$ cat config.mk
export PLATFORM = sky130hd
export DESIGN_NAME = four_function_calculator_engine
export DESIGN_NICKNAME = d
export VERILOG_FILES = /design/src/hdl/fcc_pkg.sv /design/src/hdl/fcc_front.sv /design/src/hdl/fcc_back.sv /design/src/hdl/four_function_calculator_engine.sv
export SDC_FILE = /design/constraint.sdc
export NUM_CORES = 2
export LEC_CHECK = 0
export ABC_AREA = 1
export BUFFER_PORTS_ARGS = -buffer_cell sky130_fd_sc_hd__buf_2
export CORE_AREA = 5 5 398 400
export DETAILED_ROUTE_END_ITERATION = 10
export DIE_AREA = 0 0 403 405
export HOLD_SLACK_MARGIN = 0.03
export SLEW_MARGIN = 40
export SYNTH_ARGS = -nofsm -noshare
export SYNTH_HDL_FRONTEND = slang
export SYNTH_HIERARCHICAL = 1
export SYNTH_SLANG_ARGS = --single-unit
$ cat constraint.sdc
create_clock -name clk_i -period 12 [get_ports clk_i]
set_input_delay 2.4 -clock clk_i [delete_from_list [all_inputs] [get_ports clk_i]]
set_output_delay 2.4 -clock clk_i [all_outputs]
set_load 0.01 [all_outputs]
$ cat src/hdl/fcc_pkg.sv
// Shared types and constants for the four-function calculator engine.
`default_nettype none

package fcc_pkg;

  localparam int unsigned VALUE_WIDTH = 32;
  localparam int unsigned CNT_WIDTH   = $clog2(VALUE_WIDTH);
  localparam logic [VALUE_WIDTH-1:0] TEN     = VALUE_WIDTH'(10);
  localparam logic [VALUE_WIDTH-1:0] MIN_VAL = {1'b1, {(VALUE_WIDTH-1){1'b0}}};

  typedef enum logic [1:0] {
    KEY_DIGIT  = 2'd0,
    KEY_OPER   = 2'd1,
    KEY_EQUALS = 2'd2,
    KEY_CLEAR  = 2'd3
  } key_e;

  typedef enum logic [2:0] {
    OP_NONE = 3'd0,
    OP_ADD  = 3'd1,
    OP_SUB  = 3'd2,
    OP_MUL  = 3'd3,
    OP_DIV  = 3'd4
  } op_e;

  typedef struct packed {
    logic [1:0] req_type;
    logic [3:0] digit_value;
    logic [1:0] operator_code;
  } req_t;

  typedef struct packed {
    logic signed [VALUE_WIDTH-1:0] shown_value;
    logic                          overflow;
  } res_t;

  // Classified key as it travels from the front to the back.
  typedef struct packed {
    key_e       key;
    logic [3:0] digit;
    op_e        next_op;
  } cmd_t;

  typedef struct packed {
    logic busy;
    logic pop;
  } back_sts_t;

endpackage

`default_nettype wire

$ cat src/hdl/fcc_front.sv
// Key intake: classifies each keypress and queues it for execution.
`default_nettype none

module fcc_front (
  input  logic              clk_i,
  input  logic              rst_ni,
  input  logic              req_valid_i,
  output logic              req_stall_o,
  input  fcc_pkg::req_t     req_i,
  output logic              cmd_valid_o,
  output fcc_pkg::cmd_t     cmd_o,
  input  fcc_pkg::back_sts_t sts_i
);

  fcc_pkg::cmd_t cmd_in;
  fcc_pkg::cmd_t fifo_q [2];
  logic          wr_ptr_q, wr_ptr_d;
  logic          rd_ptr_q, rd_ptr_d;
  logic [1:0]    count_q, count_d;
  logic          push;

  always_comb begin
    cmd_in.key   = fcc_pkg::key_e'(req_i.req_type);
    cmd_in.digit = req_i.digit_value;
    if (cmd_in.key == fcc_pkg::KEY_OPER) begin
      cmd_in.next_op = fcc_pkg::op_e'({1'b0, req_i.operator_code} + 3'd1);
    end else begin
      cmd_in.next_op = fcc_pkg::OP_NONE;
    end
  end

  assign req_stall_o = (count_q == 2'd2);
  assign push        = req_valid_i && !req_stall_o;
  assign cmd_valid_o = (count_q != 2'd0);
  assign cmd_o       = fifo_q[rd_ptr_q];

  always_comb begin
    wr_ptr_d = push ? ~wr_ptr_q : wr_ptr_q;
    rd_ptr_d = sts_i.pop ? ~rd_ptr_q : rd_ptr_q;
    count_d  = count_q + {1'b0, push} - {1'b0, sts_i.pop};
  end

  always_ff @(posedge clk_i or negedge rst_ni) begin
    if (!rst_ni) begin
      wr_ptr_q <= 1'b0;
      rd_ptr_q <= 1'b0;
      count_q  <= 2'd0;
    end else begin
      wr_ptr_q <= wr_ptr_d;
      rd_ptr_q <= rd_ptr_d;
      count_q  <= count_d;
    end
  end

  always_ff @(posedge clk_i) begin
    if (push) begin
      fifo_q[wr_ptr_q] <= cmd_in;
    end
  end

endmodule

`default_nettype wire

$ cat src/hdl/fcc_back.sv
// Executor: holds the calculator state and carries out one key at a time.
`default_nettype none

module fcc_back (
  input  logic               clk_i,
  input  logic               rst_ni,
  input  logic               cmd_valid_i,
  input  fcc_pkg::cmd_t      cmd_i,
  output fcc_pkg::back_sts_t sts_o,
  output logic               res_valid_o,
  input  logic               res_stall_i,
  output fcc_pkg::res_t      res_o
);

  localparam int unsigned W = fcc_pkg::VALUE_WIDTH;

  typedef enum logic [4:0] {
    ST_IDLE   = 5'b00001,
    ST_MUL    = 5'b00010,
    ST_DIGIT  = 5'b00100,
    ST_DIV    = 5'b01000,
    ST_DIVFIX = 5'b10000
  } state_e;

  state_e                       state_q, state_d;
  logic [W-1:0]                 acc_q, acc_d;
  logic [W-1:0]                 entry_q, entry_d;
  fcc_pkg::op_e                 pend_q, pend_d;
  fcc_pkg::cmd_t                cmd_q, cmd_d;
  logic signed [2*W-1:0]        prod_q, prod_d;
  logic [W-1:0]                 rem_q, rem_d;
  logic [W-1:0]                 quo_q, quo_d;
  logic [W-1:0]                 dvs_q, dvs_d;
  logic                         neg_q, neg_d;
  logic [fcc_pkg::CNT_WIDTH-1:0] cnt_q, cnt_d;
  fcc_pkg::res_t                out_q, out_d;
  logic                         out_vld_q, out_vld_d;

  logic                         pop;
  logic signed [W-1:0]          mul_a, mul_b;
  logic signed [2*W-1:0]        mul_full;
  logic [W-1:0]                 sum, diff, mag_a, mag_b, quo_fix, dig_sum;
  logic [W:0]                   shifted, trial;
  logic [W:0]                   prod_hi;
  logic                         prod_ovf;

  assign pop = (state_q == ST_IDLE) && cmd_valid_i && (!out_vld_q || !res_stall_i);
  assign sts_o.pop  = pop;
  assign sts_o.busy = (state_q != ST_IDLE);
  assign res_valid_o = out_vld_q;
  assign res_o       = out_q;

  // Digit keys scale the entry by ten, settles multiply accumulator by entry.
  assign mul_a    = (cmd_i.key == fcc_pkg::KEY_DIGIT) ? entry_q : acc_q;
  assign mul_b    = (cmd_i.key == fcc_pkg::KEY_DIGIT) ? fcc_pkg::TEN : entry_q;
  assign mul_full = mul_a * mul_b;

  assign sum     = acc_q + entry_q;
  assign diff    = acc_q - entry_q;
  assign mag_a   = acc_q[W-1] ? (~acc_q + 1'b1) : acc_q;
  assign mag_b   = entry_q[W-1] ? (~entry_q + 1'b1) : entry_q;
  assign shifted = {rem_q, quo_q[W-1]};
  assign trial   = shifted - {1'b0, dvs_q};
  assign quo_fix = neg_q ? (~quo_q + 1'b1) : quo_q;
  assign dig_sum = prod_q[W-1:0] + W'(cmd_q.digit);

  // The product fits when its upper half plus sign bit are all equal.
  assign prod_hi   = prod_q[2*W-1:W-1];
  assign prod_ovf  = !((&prod_hi) || !(|prod_hi));

  always_comb begin
    state_d   = state_q;
    acc_d     = acc_q;
    entry_d   = entry_q;
    pend_d    = pend_q;
    cmd_d     = cmd_q;
    prod_d    = prod_q;
    rem_d     = rem_q;
    quo_d     = quo_q;
    dvs_d     = dvs_q;
    neg_d     = neg_q;
    cnt_d     = cnt_q;
    out_d     = out_q;
    out_vld_d = out_vld_q && res_stall_i;

    unique case (state_q)
      ST_IDLE: begin
        if (pop) begin
          cmd_d = cmd_i;
          unique case (cmd_i.key)
            fcc_pkg::KEY_CLEAR: begin
              acc_d     = '0;
              entry_d   = '0;
              pend_d    = fcc_pkg::OP_NONE;
              out_d     = '0;
              out_vld_d = 1'b1;
            end
            fcc_pkg::KEY_DIGIT: begin
              prod_d  = mul_full;
              state_d = ST_DIGIT;
            end
            default: begin
              case (pend_q)
                fcc_pkg::OP_ADD: begin
                  acc_d          = sum;
                  out_d.shown_value = sum;
                  out_d.overflow = (acc_q[W-1] == entry_q[W-1]) && (sum[W-1] != acc_q[W-1]);
                  entry_d        = '0;
                  pend_d         = cmd_i.next_op;
                  out_vld_d      = 1'b1;
                end
                fcc_pkg::OP_SUB: begin
                  acc_d          = diff;
                  out_d.shown_value = diff;
                  out_d.overflow = (acc_q[W-1] != entry_q[W-1]) && (diff[W-1] != acc_q[W-1]);
                  entry_d        = '0;
                  pend_d         = cmd_i.next_op;
                  out_vld_d      = 1'b1;
                end
                fcc_pkg::OP_MUL: begin
                  prod_d  = mul_full;
                  state_d = ST_MUL;
                end
                fcc_pkg::OP_DIV: begin
                  if (entry_q == '0) begin
                    acc_d     = '0;
                    out_d     = '0;
                    entry_d   = '0;
                    pend_d    = cmd_i.next_op;
                    out_vld_d = 1'b1;
                  end else if (acc_q == fcc_pkg::MIN_VAL && (&entry_q)) begin
                    acc_d             = fcc_pkg::MIN_VAL;
                    out_d.shown_value = fcc_pkg::MIN_VAL;
                    out_d.overflow    = 1'b1;
                    entry_d           = '0;
                    pend_d            = cmd_i.next_op;
                    out_vld_d         = 1'b1;
                  end else begin
                    rem_d   = '0;
                    quo_d   = mag_a;
                    dvs_d   = mag_b;
                    neg_d   = acc_q[W-1] ^ entry_q[W-1];
                    cnt_d   = fcc_pkg::CNT_WIDTH'(W - 1);
                    state_d = ST_DIV;
                  end
                end
                default: begin
                  // Nothing pending: take the entry as it is.
                  acc_d             = entry_q;
                  out_d.shown_value = entry_q;
                  out_d.overflow    = 1'b0;
                  entry_d           = '0;
                  pend_d            = cmd_i.next_op;
                  out_vld_d         = 1'b1;
                end
              endcase
            end
          endcase
        end
      end
      ST_MUL: begin
        acc_d             = prod_q[W-1:0];
        out_d.shown_value = prod_q[W-1:0];
        out_d.overflow    = prod_ovf;
        entry_d           = '0;
        pend_d            = cmd_q.next_op;
        out_vld_d         = 1'b1;
        state_d           = ST_IDLE;
      end
      ST_DIGIT: begin
        entry_d           = dig_sum;
        out_d.shown_value = dig_sum;
        out_d.overflow    = prod_ovf || (!prod_q[W-1] && dig_sum[W-1]);
        out_vld_d         = 1'b1;
        state_d           = ST_IDLE;
      end
      ST_DIV: begin
        // One restoring step per cycle, quotient bits shift in at the bottom.
        if (!trial[W]) begin
          rem_d = trial[W-1:0];
          quo_d = {quo_q[W-2:0], 1'b1};
        end else begin
          rem_d = shifted[W-1:0];
          quo_d = {quo_q[W-2:0], 1'b0};
        end
        cnt_d = cnt_q - 1'b1;
        if (cnt_q == '0) begin
          state_d = ST_DIVFIX;
        end
      end
      ST_DIVFIX: begin
        acc_d             = quo_fix;
        out_d.shown_value = quo_fix;
        out_d.overflow    = 1'b0;
        entry_d           = '0;
        pend_d            = cmd_q.next_op;
        out_vld_d         = 1'b1;
        state_d           = ST_IDLE;
      end
      default: begin
        state_d = ST_IDLE;
      end
    endcase
  end

  always_ff @(posedge clk_i or negedge rst_ni) begin
    if (!rst_ni) begin
      state_q   <= ST_IDLE;
      acc_q     <= '0;
      entry_q   <= '0;
      pend_q    <= fcc_pkg::OP_NONE;
      out_vld_q <= 1'b0;
    end else begin
      state_q   <= state_d;
      acc_q     <= acc_d;
      entry_q   <= entry_d;
      pend_q    <= pend_d;
      out_vld_q <= out_vld_d;
    end
  end

  always_ff @(posedge clk_i) begin
    cmd_q  <= cmd_d;
    prod_q <= prod_d;
    rem_q  <= rem_d;
    quo_q  <= quo_d;
    dvs_q  <= dvs_d;
    neg_q  <= neg_d;
    cnt_q  <= cnt_d;
    out_q  <= out_d;
  end

endmodule

`default_nettype wire

$ cat src/hdl/four_function_calculator_engine.sv
// Four-function calculator engine: keypress intake, key queue and executor.
// A key reaches the result register in the cycle after acceptance for clear, add, subtract,
// a settle with nothing pending and a divide by zero or MIN_VAL by -1. Digit and multiply
// go via the product register; other divides run the one-bit-per-cycle restoring divider.
// The executor takes one key at a time; a two-entry queue keeps intake open meanwhile.
// Reset clears accumulator, entry and pending operator to zero and empties the queue.
`default_nettype none

module four_function_calculator_engine (
  input  logic          clk_i,
  input  logic          rst_ni,
  input  logic          req_valid_i,
  output logic          req_stall_o,
  input  fcc_pkg::req_t req_i,
  output logic          res_valid_o,
  input  logic          res_stall_i,
  output fcc_pkg::res_t res_o
);

  logic               cmd_valid;
  fcc_pkg::cmd_t      cmd;
  fcc_pkg::back_sts_t sts;

  fcc_front u_front (
    .clk_i       (clk_i),
    .rst_ni      (rst_ni),
    .req_valid_i (req_valid_i),
    .req_stall_o (req_stall_o),
    .req_i       (req_i),
    .cmd_valid_o (cmd_valid),
    .cmd_o       (cmd),
    .sts_i       (sts)
  );

  fcc_back u_back (
    .clk_i       (clk_i),
    .rst_ni      (rst_ni),
    .cmd_valid_i (cmd_valid),
    .cmd_i       (cmd),
    .sts_o       (sts),
    .res_valid_o (res_valid_o),
    .res_stall_i (res_stall_i),
    .res_o       (res_o)
  );

`ifndef SYNTHESIS
  a_pop_needs_cmd: assert property (@(posedge clk_i) disable iff (!rst_ni)
    sts.pop |-> cmd_valid)
    else $error("executor took a key from an empty queue");

  a_no_pop_busy: assert property (@(posedge clk_i) disable iff (!rst_ni)
    sts.busy |-> !sts.pop)
    else $error("executor took a key while busy");

  a_digit_goes_busy: assert property (@(posedge clk_i) disable iff (!rst_ni)
    sts.pop && (cmd.key == fcc_pkg::KEY_DIGIT) |=> sts.busy)
    else $error("digit key did not enter the multiply step");

  a_result_has_source: assert property (@(posedge clk_i) disable iff (!rst_ni)
    $rose(res_valid_o) |-> $past(sts.busy || sts.pop))
    else $error("result beat appeared without a key in execution");
`endif

endmodule

`default_nettype wire
Word-level counts from Yosys, hierarchy flattened
Memories as Yosys holds them, arrays and structs flattened.
Index checks and enable logic that the tools add are counted.
{ "op_classes": {"add_sub_neg": 11, "mul": 1, "eq_ne": 30, "n_mux": 67, "bitwise": 10, "reduce_logical": 42} }
{ "op_table": {"columns": ["cell", "count"], "rows": [
  ["$mux W32", 21],
  ["$pmux W32 S2", 5],
  ["$pmux W33 S4", 2],
  ["$pmux W32 S3", 2],
  ["$pmux W32 S4", 1],
  ["$pmux W64 S2", 1],
  ["$mux W33", 3],
  ["$add A32 B1 Y32 const B", 3],
  ["$not A32 Y32", 3],
  ["$pmux W33 S2", 1],
  ["$mul A32 B32 Y64", 1],
  ["$mux W64", 1],
  ["$mux W5", 9],
  ["$pmux W5 S2", 4],
  ["$reduce_and A33 Y1", 1],
  ["$reduce_or A33 Y1", 1],
  ["$sub A33 B32 Y33", 1],
  ["$add A32 B32 Y32", 1],
  ["$add A32 B4 Y32", 1],
  ["$eq A32 B32 Y1 const B", 1],
  ["$logic_not A32 Y1", 1],
  ["$reduce_and A32 Y1", 1],
  ["$sub A32 B32 Y32", 1],
  ["$mux W31", 1],
  ["41 further kinds", 94]
]} }
{ "word_totals": {"ff_bits": 283, "ramBits": 18, "input_bits": 12, "wordCells": 181, "memories": 1} }
{ "memory_table": {"columns": ["memory", "words", "word_bits", "read_ports", "rd_ports_with_merged_regs", "write_ports", "line_no", "source"], "rows": [
  ["u_front.fifo_q", 2, 9, 1, 0, 1, "fcc_front.sv:16", "fcc_pkg::cmd_t fifo_q [2];"]
]} }

Logic depth before layout (Yosys ltp)
{ "depth": {"ltp_word": 9, "depth_mapped": 44, "ltp_nobuf": 39} }

Cells and area by module
The synthesis kept the hierarchy.
{ "by_module_without_submodules": {"columns": ["mod", "instances", "cells_per_inst", "area_each_um2", "seq_area_each_um2"], "rows": [
  ["fcc_back", 1, 7581, 58776.4, 8013.9],
  ["fcc_front", 1, 83, 942.2, 640.6]
]} }

Least setup slack after synthesis
No wires, ideal clock.
{ "synth_timing": {"path_type": "register -> register", "from": "register u_front.rd_ptr_q", "to": "register u_back.prod_q[60] (data pin)", "setup_time_ns": 0.260, "t_arrival_ns": 8.550, "required_ns": 11.740, "setup_slack_ns": 3.190, "path_stages_with_launch": 37, "n_path_buf": 5, "synth_period_minus_slack_ns": 8.810, "cell_sequence": "dfrtp_1 -> buf_6 -> buf_12 -> nand2_1 -> o21ai_0 -> inv_1 -> ha_1 -> clkbuf_1 -> clkbuf_1 -> nor2_1 -> inv_1 -> clkbuf_1 -> nor2_1 -> fa_1 -> inv_1 -> fa_1 -> inv_1 -> fa_1 -> fa_1 -> inv_1 -> fa_1 -> inv_1 -> fa_1 -> inv_1 -> fa_1 -> inv_1 -> fa_1 -> ha_1 -> a21oi_1 -> inv_1 -> a31oi_1 -> o21ai_0 -> a21oi_1 -> o21ai_0 -> nor2_1 -> nand2_1 -> xor2_1"} }
{ "synth_rtl": {"columns": ["element", "line_no", "source"], "rows": [
  ["from (decl)", "fcc_front.sv:18", "logic rd_ptr_q, rd_ptr_d;"],
  ["from (signal assigned)", "fcc_front.sv:50", "rd_ptr_q <= rd_ptr_d;"],
  ["to (signal assigned)", "fcc_back.sv:224", "prod_q <= prod_d;"],
  ["to (decl)", "fcc_back.sv:30", "logic signed [2*W-1:0] prod_q, prod_d;"]
]} }

==> flow_metrics.py <==
metrics = {
    "routing": {
        "drt.antenna.violating_nets": 0,
        "detailedRoute.firstIterationViolations": 5689,
        "drt-pass1-iter-count": 6,
        "drc": 0,
        "route.final.wire_length_um": 260000,
        "route.detailed.vias_per_inst": 5.53,
        "vias": 53800,
        "routed_wire_length_per_instance_um": 26.7,
    },
    "setup_path": {
        "r2r_start": "u_front/rd_ptr_q",
        "worstReg2RegEnd": "u_back/prod_q[52]",
        "reg2reg_depth": 29,
        "crit_path_start_kind": "register",
        "cpPeakStageDelay_ns": 1.00,
        "path_max_fanout": 44,
        "worstPathRequired_ns": 12.34,
        "path_class": "register to register",
        "reg2reg_setup_slack_ns": 1.46,
        "crit_path_start": "u_front/rd_ptr_q",
        "timing.critical_path.arrival_ns": 10.89,
        "worst_setup_ep_type": "register",
        "path_common_cell": "sky130_fd_sc_hd__inv_1",
        "critical_path.slowest_cell": "sky130_fd_sc_hd__fa_1",
    },
    "yosys": {
        "synthXorXnorAreaFrac": 0.0223,
        "edff_count_synth": 224,
        "synth_fp_nets": 9056,
        "ys_warn_count": 6,
        "post-synth-top-count-cell": "sky130_fd_sc_hd__inv_1",
        "synth_adder_area_share": 0.426,
        "yosys-top-cells-count": "1,646 x sky130_fd_sc_hd__inv_1, 1,467 x sky130_fd_sc_hd__nand2_1, 1,086 x sky130_fd_sc_hd__fa_1",
        "share_of_synthesized_cell_area_in_and_or_nand_and_nor_gates": 0.215,
        "post_synth_inst_count": 7664,
        "yosys.cell_types.count": 59,
        "biggest_area_contributors_in_the_synthesized_netlist": "sky130_fd_sc_hd__fa_1 36%, sky130_fd_sc_hd__edfxtp_1 11%, sky130_fd_sc_hd__inv_1 10%, sky130_fd_sc_hd__nand2_1 9.2%, sky130_fd_sc_hd__nor2_1 6.8%",
        "ys_async_sr_fraction": 0.256,
        "post-synth-top-area-fraction": 0.364,
        "synth_sequential_area_ratio": 0.145,
        "synth.mux.area_fraction": 0,
        "synthesis.area_mm2": 0.0597,
        "synth_top_family_by_area": "adder cells",
        "synth-main-ff-cell": "sky130_fd_sc_hd__edfxtp_1",
        "synth_area_per_cell_um2": 7.79,
        "synth_seq_cells": 301,
        "synth-compound-area-share": 0.0689,
        "synth_top_area_cell": "sky130_fd_sc_hd__fa_1",
    },
    "timing": {
        "timing_max_transition_violations_final": 0,
        "hold_violation_count_in_the_final_report": 0,
        "min_period_ns": 10.54,
        "tightest_slew_margin_relative_to_the_limit": 0.347,
        "skew_final_ns": 0.0431,
        "worst_slew_pin_slew_ns": 0.974,
        "fmax_mhz": 94.8,
        "rsz0062_at_grt": "false",
        "finalSetupViolCount": 0,
        "final_min_period_over_clock_period": 0.879,
        "setup_tns_ns": 0,
    },
    "grt": {
        "globalRouteOverflowTotal": 0,
        "grt_pass1_wl_um": 381000,
        "antenna_found_initial": 12,
        "groute.usage.overall": 0.319,
        "grt_start_max_net_pins": 70,
        "first_global_vias": 55200,
    },
    "clock_network": {
        "cts.repair_timing.setup_buffer_count": 0,
        "cts_hold_buf": 0,
        "cts.path.max_buffers": 3,
        "cts_buffers": 44,
        "cts.sink_count": 301,
        "root_buffer": "sky130_fd_sc_hd__clkbuf_16",
        "htree_num_levels": 2,
        "cts_tree": "done",
        "worstSkewPairLatency_ns": 0.65,
        "clkSlewWorstSetupHoldPaths_ns": 0.05,
        "cts-resized-gates": 0,
    },
    "cells_and_area": {
        "fin_nets": 9028,
        "drive_gt1_frac": 0.0456,
        "post-route-util": 0.415,
        "syn2layout_area_growth_pct": 7.56,
        "finish.cell_count_without_fillers": 9732,
    },
    "place": {
        "numPlacedInstances": 9648,
        "hpwl_um": 213000,
        "gpl.final_weighted_congestion": 1.06,
        "buffers_on_ports": 46,
    },
    "floorplanning": {
        "die-height_um": 405,
        "die_w_um": 403,
        "site_row_count": 145,
        "starting_density_of_the_core": 0.385,
        "ioPinCount": 47,
        "fp.dieArea_mm2": 0.163,
        "coreArea_mm2": 0.155,
    },
    "worst_hold_path": {
        "holdPathEnd": "u_front/wr_ptr_q",
        "timing.hold.worst.start": "u_front/wr_ptr_q",
        "worstHoldPathType": "register to register",
        "worstHoldPathCells": 2,
    },
    "flow_run": {
        "drv.max_cap_violation_count": 0,
    },
    "status": {
        "run_status": "completed",
    },
}
## through the flow
stage                     hold WS (ns)  cell area [um2]  setup WS [ns]
after global routing             0.526            64200          0.930
after floorplan                  0.442            59700           3.19
after CTS                        0.477            64200           1.52
after detailed placement         0.465            62800           1.53
after global placement           0.453            62700           1.60
final                            0.474            64200           1.46
## flip-flops by register name, indices dropped and copies added (netlist names)
name,count
u_back/state_q,5
u_back/entry_q,32
u_back/res_valid_o,1
u_back/acc_q,32
u_back/quo_q,32
u_front/rd_ptr_q,1
u_back/prod_q,64
u_front/wr_ptr_q,1
u_front/count_q,2
u_back/cmd_q,7
u_back/cnt_q,5
u_back/pend_q,3
u_back/res_o,33
u_back/dvs_q,32
u_front/fifo_q,18
u_back/rem_q,32
u_back/neg_q,1
## layer usage
metal,wire [um],vias to the layer above,GRT usage
li1,-,23200,-
met1,99200,26700,0.405
met2,111000,3064,0.487
met3,29200,813,0.0900
met4,20000,8,0.187
met5,56,-,0
## critical path, delay by kind of cell, from the launching register on
family	cells	cell delay (ns)
compound gates	6	1.52
flops	1	0.67
buf+inv	10	2.11
simple gates	2	0.44
fa+ha+maj	10	5.23
xor+xnor	1	0.21
## how the worst max path moves through the flow
| stage | cells past startpoint | slack [ns] | endpoint |
|---|---|---|---|
| final | 29 | 1.46 | u_back/prod_q[52] |
| after global routing | 31 | 0.93 | u_back/prod_q[63] |
| after CTS | 29 | 1.52 | u_back/prod_q[52] |
| after detailed placement | 29 | 1.53 | u_back/prod_q[52] |
| after global placement | 29 | 1.60 | u_back/prod_q[57] |
| after floorplan | 36 | 3.19 | u_back/prod_q[60] |
## cells by family (layout without fill, tap and decap cells)
kind of cell             after synthesis  count (layout)
AND/OR/NAND/NOR                     3137            3137
buffers and inverters               1948            1955
adder cells (fa/ha/maj)             1380            1380
AO/OA/AOI/OAI                        746             746
flip-flops                           301             301
XOR/XNOR                             152             152
other                                  0               3
## layout make-up
| class | instances | area, um2 |
|---|---|---|
| timing repair buffer | 187 | 1340 |
| tap | 2058 | 2570 |
| clock inverter | 26 | 283 |
| sequential | 301 | 8660 |
| multi-input combinational | 5415 | 43900 |
| fill | 16100 | 90700 |
| clock buffer | 55 | 1170 |
| antenna | 3 | 7.51 |
| inverter | 1687 | 6340 |
## cells in the final DEF (no fill, tap or decap), types with 5 or more instances in the layout
| master | synthesis | layout |
|---|---|---|
| sky130_fd_sc_hd__nor2_2 | 2 | 11 |
| sky130_fd_sc_hd__o21ai_1 | 18 | 22 |
| sky130_fd_sc_hd__a21boi_1 | 15 | 15 |
| sky130_fd_sc_hd__xor2_1 | 126 | 126 |
| sky130_fd_sc_hd__or2_2 | 10 | 10 |
| sky130_fd_sc_hd__o21a_1 | 5 | 5 |
| sky130_fd_sc_hd__xnor2_1 | 26 | 26 |
| sky130_fd_sc_hd__nand3_1 | 330 | 330 |
| sky130_fd_sc_hd__clkbuf_1 | 220 | 9 |
| sky130_fd_sc_hd__and2_1 | 7 | 7 |
| sky130_fd_sc_hd__clkbuf_16 | 0 | 45 |
| sky130_fd_sc_hd__a31oi_1 | 26 | 26 |
| sky130_fd_sc_hd__o21ai_0 | 268 | 261 |
| sky130_fd_sc_hd__o211ai_1 | 23 | 23 |
| sky130_fd_sc_hd__a21oi_2 | 0 | 11 |
| sky130_fd_sc_hd__buf_2 | 25 | 45 |
| sky130_fd_sc_hd__a21oi_1 | 293 | 281 |
| sky130_fd_sc_hd__clkinv_1 | 27 | 27 |
| sky130_fd_sc_hd__dfrtp_1 | 76 | 75 |
| sky130_fd_sc_hd__nor3_1 | 76 | 74 |
| sky130_fd_sc_hd__a21boi_0 | 6 | 6 |
| sky130_fd_sc_hd__buf_4 | 2 | 138 |
| sky130_fd_sc_hd__ha_1 | 294 | 292 |
| sky130_fd_sc_hd__nand4_1 | 95 | 95 |
| sky130_fd_sc_hd__nor2_1 | 1082 | 1068 |
| sky130_fd_sc_hd__clkinv_2 | 0 | 13 |
| sky130_fd_sc_hd__nor4_1 | 35 | 35 |
| sky130_fd_sc_hd__inv_1 | 1646 | 1638 |
| sky130_fd_sc_hd__inv_2 | 14 | 22 |
| sky130_fd_sc_hd__fa_1 | 1086 | 1086 |
| sky130_fd_sc_hd__a21o_1 | 21 | 21 |
| sky130_fd_sc_hd__o21bai_1 | 26 | 26 |
| sky130_fd_sc_hd__edfxtp_1 | 224 | 224 |
| sky130_fd_sc_hd__nand2_1 | 1467 | 1467 |
| sky130_fd_sc_hd__o22ai_1 | 20 | 20 |
| sky130_fd_sc_hd__nor3_2 | 6 | 8 |
| sky130_fd_sc_hd__nor2_4 | 3 | 8 |
| sky130_fd_sc_hd__nand3b_1 | 10 | 10 |
Power is left out: the tool's default activity adds up to more than one toggle a clock period on the data nets, which glitch-free logic cannot reach.
